==> src/rtl/core/loaded_set_random_draw_defines.svh <==
// ----------------------------------------------------------------------------
// Assertion macros for the loaded set random draw block
// Checks are sampled on i_clk and disabled while i_rst_n is low.
// ----------------------------------------------------------------------------
`ifndef LOADED_SET_RANDOM_DRAW_DEFINES_SVH
`define LOADED_SET_RANDOM_DRAW_DEFINES_SVH

`ifndef SYNTHESIS

`define LSRD_ASSERT(lbl, prop) \
    lbl: assert property (@(posedge i_clk) disable iff (!i_rst_n) (prop)) \
        else $error("lsrd assertion failed");

`define LSRD_ASSERT_IMPL(lbl, ante, cons) \
    `LSRD_ASSERT(lbl, (ante) |-> (cons))

`else

`define LSRD_ASSERT(lbl, prop)

`define LSRD_ASSERT_IMPL(lbl, ante, cons)

`endif

`endif

==> src/rtl/core/lsrd_pkg.sv <==
// ----------------------------------------------------------------------------
// lsrd_pkg
// Types and codes shared by the loaded set random draw block.
// ----------------------------------------------------------------------------
package lsrd_pkg;

    localparam int RAND_BITS  = 31;
    localparam int VALUE_W    = 16;

    // command codes
    localparam logic [1:0] CMD_LOAD  = 2'd0;
    localparam logic [1:0] CMD_DRAW  = 2'd1;
    localparam logic [1:0] CMD_CLEAR = 2'd2;

    // status codes
    localparam logic [1:0] ST_OK    = 2'd0;
    localparam logic [1:0] ST_EMPTY = 2'd1;
    localparam logic [1:0] ST_FULL  = 2'd2;

    typedef struct packed {
        logic [1:0]           cmd;
        logic [VALUE_W-1:0]   new_value;
        logic [RAND_BITS-1:0] random_word;
    } t_in_item;

    typedef struct packed {
        logic [VALUE_W-1:0] drawn_value;
        logic [1:0]         status;
    } t_out_item;

    typedef enum logic [5:0] {
        S_IDLE = 6'b000001,
        S_DIV  = 6'b000010,
        S_RD_I = 6'b000100,
        S_RD_P = 6'b001000,
        S_WR_I = 6'b010000,
        S_WR_P = 6'b100000
    } t_state;

endpackage

==> src/rtl/core/lsrd_mod.sv <==
// ----------------------------------------------------------------------------
// lsrd_mod
// Restoring remainder unit: random word mod remaining count, one bit a cycle.
// ----------------------------------------------------------------------------
module lsrd_mod #(
    parameter int DW = 11
) (
    input  logic                           i_clk,
    input  logic                           i_rst_n,
    input  logic                           i_start,
    input  logic [lsrd_pkg::RAND_BITS-1:0] i_dividend,
    input  logic [DW-1:0]                  i_divisor,
    output logic                           o_done,
    output logic [DW-1:0]                  o_rem
);

    localparam int CNT_W = $clog2(lsrd_pkg::RAND_BITS + 1);

    logic [CNT_W-1:0]               r_cnt, n_cnt;
    logic                           r_done, n_done;
    logic [DW-1:0]                  r_rem, n_rem;
    logic [DW-1:0]                  r_div, n_div;
    logic [lsrd_pkg::RAND_BITS-1:0] r_dvd, n_dvd;
    logic [DW:0]                    trial;
    logic [DW:0]                    diff;

    assign trial = {r_rem, r_dvd[lsrd_pkg::RAND_BITS-1]};
    assign diff  = trial - {1'b0, r_div};

    always_comb begin
        n_cnt  = r_cnt;
        n_rem  = r_rem;
        n_div  = r_div;
        n_dvd  = r_dvd;
        n_done = 1'b0;
        if (i_start) begin
            n_cnt = CNT_W'(lsrd_pkg::RAND_BITS);
            n_rem = '0;
            n_div = i_divisor;
            n_dvd = i_dividend;
        end else if (r_cnt != '0) begin
            // remainder stays below the divisor, so the difference fits DW bits
            n_rem  = (trial >= {1'b0, r_div}) ? diff[DW-1:0] : trial[DW-1:0];
            n_dvd  = {r_dvd[lsrd_pkg::RAND_BITS-2:0], 1'b0};
            n_cnt  = r_cnt - CNT_W'(1);
            n_done = (r_cnt == CNT_W'(1));
        end
    end

    always_ff @(posedge i_clk) begin
        if (!i_rst_n) begin
            r_cnt  <= '0;
            r_done <= 1'b0;
        end else begin
            r_cnt  <= n_cnt;
            r_done <= n_done;
        end
        r_rem <= n_rem;
        r_div <= n_div;
        r_dvd <= n_dvd;
    end

    assign o_done = r_done;
    assign o_rem  = r_rem;

endmodule

==> config.mk <==
export PLATFORM = sky130hd
export DESIGN_NAME = lsrd_mod
export DESIGN_NICKNAME = d
export VERILOG_FILES = /design/src/rtl/core/loaded_set_random_draw_defines.svh /design/src/rtl/core/lsrd_pkg.sv /design/src/rtl/core/lsrd_mod.sv
export SDC_FILE = /design/constraint.sdc
export NUM_CORES = 1
export LEC_CHECK = 0
export BUFFER_PORTS_ARGS = -buffer_cell sky130_fd_sc_hd__buf_2
export CAP_MARGIN = 20
export CORE_ASPECT_RATIO = 1.25
export CORE_MARGIN = 5
export CORE_UTILIZATION = 45
export CTS_BUF_LIST = sky130_fd_sc_hd__clkbuf_8 sky130_fd_sc_hd__clkbuf_16
export DETAILED_ROUTE_END_ITERATION = 8
export GPL_TIMING_DRIVEN = 0
export PLACE_DENSITY_LB_ADDON = 0.25
export SYNTH_ARGS = -nofsm -noshare
export SYNTH_HDL_FRONTEND = slang
export SYNTH_SLANG_ARGS = --single-unit
==> constraint.sdc <==
create_clock -name i_clk -period 3.1 [get_ports i_clk]
set_input_delay 0.465 -clock i_clk [delete_from_list [all_inputs] [get_ports i_clk]]
set_output_delay 0.465 -clock i_clk [all_outputs]
set_load 0.01 [all_outputs]
==> summary.txt <==
Status
  – Status: finished, final reports clean

Yosys
  – Post-synthesis mux area share: 13.8%
  – Ys flop type: edfxtp_1
  – Main combinational cell family by area after synthesis: multiplexers
  – Yosys warns: 0
  – Synth Area in Adders: 6.47%
  – Synth top area share: 41.8%
  – Yosys reg bits: 59
  – Post-synthesis xor/xnor area fraction: 1.45%
  – Number of flops mapped to enable cells by yosys: 42
  – Synth top area cells: edfxtp_1 42%, dfxtp_1 11%, mux2_2 11%, ha_1 5.8%, mux2i_1 2.7%
  – Post-synth top area cell: edfxtp_1
  – Synth cell types: 48
  – Cells after Synth: 248
  – Simple-Gate Fraction of Synth Area: between 10% and 20%
  – Post-synthesis cell area: 0.00302 mm^2
  – Area fraction in compound gates after synthesis: approximately 11%
  – Mapped Nets: approximately 310
  – Sequential cell area fraction in the yosys report: 53.1%
  – Fraction of registers with async set/reset: 0%
  – Avg Cell Area, Syn: 12.2 um^2

Pwr
  – VDD IR-drop max: 0.315 mV
  – Power per standard cell area: between 700 and 800 mW/mm^2
  – P_leak: 1.54 nW
  – Clock Power Share: 24.8%
  – Switching power: 0.880 mW
  – Sw Share: 32.9%
  – Internal: 1.80 mW
  – Combinational Power Share: 34.8%
  – Sequential group share of total power: 40.4%

Setup path
  – Critical Path RT: 3.33 ns
  – Worst reg2reg setup slack: 0.61 ns
  – Crit end category: register
  – CP startpoint kind: register
  – Worst Path Arrival: 2.72 ns
  – Top fanout value on the critical path: 10
  – CP Class: reg2reg

Layout
  – Antenna Cells: 0
  – Synthesis-to-finish area growth: 20.0%
  – Final cell count without fillers: 408
  – Fill cells: a little under 600
  – Most frequent cells in the layout: 56 x buf_2, 42 x edfxtp_1, 30 x mux2_2
  – Layout cell share with drive strength beyond 1: 35.8%
  – Commonest non-fill, non-tap cell in the layout: buf_2
  – Final #Nets: 376

Global routing
  – Initial antenna violation count: 0
  – Vias in the first global route: 2101
  – Total track usage: between 10% and 20%
  – Largest net degree at the start of global routing: 19
  – GRT overflow: 0
  – First-pass GRT wire length: 9.74 mm

Floorplanning
  – Row cnt: 33
  – Io pins: 57
  – Die ar.: 0.00845 mm^2
  – DIE HEIGHT: a little over 100 um
  – Initial Util: 46.0%
  – Core footprint: 0.00657 mm^2
  – Die Wd: 83.2 um

Clock network
  – H-tree depth: 3
  – CTS tree: yes
  – Resized Gates After CTS: 0
  – Max clock buf depth: 2
  – CTS Sinks: just under 60
  – Hold_buf cts: 0
  – CTS root buffer: clkbuf_8
  – Post-CTS setup buffer count: 0
  – Clock-pin slew on the worst setup and hold paths: 0.06 ns
  – CTS buffer count: 9
  – Clk Latency, worst-skew pair: 0.34 ns

Timing
  – Unrepaired setup endpoints after global routing: no
  – Fin crit period: 2.49 ns
  – Fin. Hold Viols: 0
  – Final cycle utilization of the critical path: 80.4%
  – Setup_tns: 0 ns
  – # setup viols final: 0
  – Relative slew margins: 57.6%
  – Worst-Margin Slew: 0.636 ns
  – Max Fclk: ~400 MHz
  – Clock Skew: around 0.0096 ns
  – Final Max Slew Viols: 0

Place
  – Post-Place Cells: 392
  – Global placement routability congestion: about 0.84
  – IO buf count: 56
  – Detailed Place HPWL: approximately 4.5 mm

Min path
  – Worst Hold Class: in2reg

Routing
  – Vias: about 2.1k
  – Wire length per cell: 14.6 um
  – DR iter-0 viols: 128
  – DRC errors left: 0
  – Final wirelength: 5.95 mm
  – Pre-antenna DRT Iters: 4
  – Final ANT Viol Nets: 0
  – Vias per cell: 5.22

Flow run
  – Max_cap viols: 0
synth_stat cells, drive strengths merged, types with 3 or more instances:
cell	number
a21oi	10
buf	4
clkbuf	3
dfxtp	17
edfxtp	42
ha	14
inv	17
mux2	30
mux2i	8
nand2	15
nand3	3
nor2	15
nor2b	3
nor3	9
o21a	9
o21ai	12
xnor2	5
critical path, cell delays in order (launching register included):
cell	delay, ns
edfxtp_1	0.37
ha_1	0.24
fa_1	0.41
nand2b_2	0.21
o2bb2ai_2	0.15
a211o_1	0.34
nand2_2	0.11
buf_6	0.16
o21ai_0	0.12
a32o_1	0.27
area by class of cell:
class	count	area [um^2]	area share [%]
clock buffers	9	124	3.42
well taps	87	109	3.01
repair buffers	57	308	8.50
inverters	17	63.8	1.76
plain buffers	7	52.6	1.45
clock inverters	7	62.6	1.73
multi-input cells	165	1300	35.9
flip-flops and latches	59	1600	44.2
per-stage QoR:
step | utilization (%) | total power [mW] | hold slack, ns | instance area [um^2] | worst slack [ns]
3_5_place_dp | 52.3 | 2.03 | 0.494 | 3430 | 0.636
3_3_place_gp | 51.9 | 2.01 | 0.490 | 3410 | 0.660
2_1_floorplan | - | 1.77 | 0.494 | 3020 | 0.856
5_1_grt | 55.2 | 2.86 | 0.286 | 3620 | 0.469
6_report | 55.2 | 2.68 | 0.306 | 3620 | 0.608
4_1_cts | 55.2 | 2.71 | 0.287 | 3620 | 0.607
power by group through the flow:
stage	combinational, mW	sequential, mW	clock, mW
final	0.932	1.08	0.664
after CTS	0.936	1.08	0.685
after floorplan	0.674	1.09	0
after global placement	0.908	1.10	0
after global routing	1.04	1.10	0.727
after detailed placement	0.931	1.10	0
state kept, by name, indices dropped and copies added (netlist names):
name / count
r_cnt: 5
o_done: 1
o_rem: 11
r_div: 11
r_dvd: 31
cell families (layout without fill, tap and decap cells):
kind of cell	Yosys count	after routing
fa+ha+maj	15	15
compound gates	47	47
flops	59	59
simple gates	60	60
xor+xnor	5	5
buf+inv	24	97
mux	38	38
routing by layer:
layer | global-route usage [%] | share of wire, % | routed length [um]
met1 | 16.8 | 42 | 2510
met3 | 3.82 | 4.7 | 277
met4 | 8.81 | 2.8 | 166
met2 | 25.6 | 50 | 3000
met5 | 0 | 0 | 0
path summary, 6_finish.rpt:
| kind | end | cells after the start | start |
|---|---|---|---|
| max | o_rem[9] | 9 | r_div[0] |
| min | r_div[6] | 1 | i_divisor[6] |
| max reg2reg | o_rem[9] | 9 | r_div[0] |
| min reg2reg | o_rem[8] | 2 | o_rem[8] |
No activity file was read; power rests on OpenSTA's default activity.
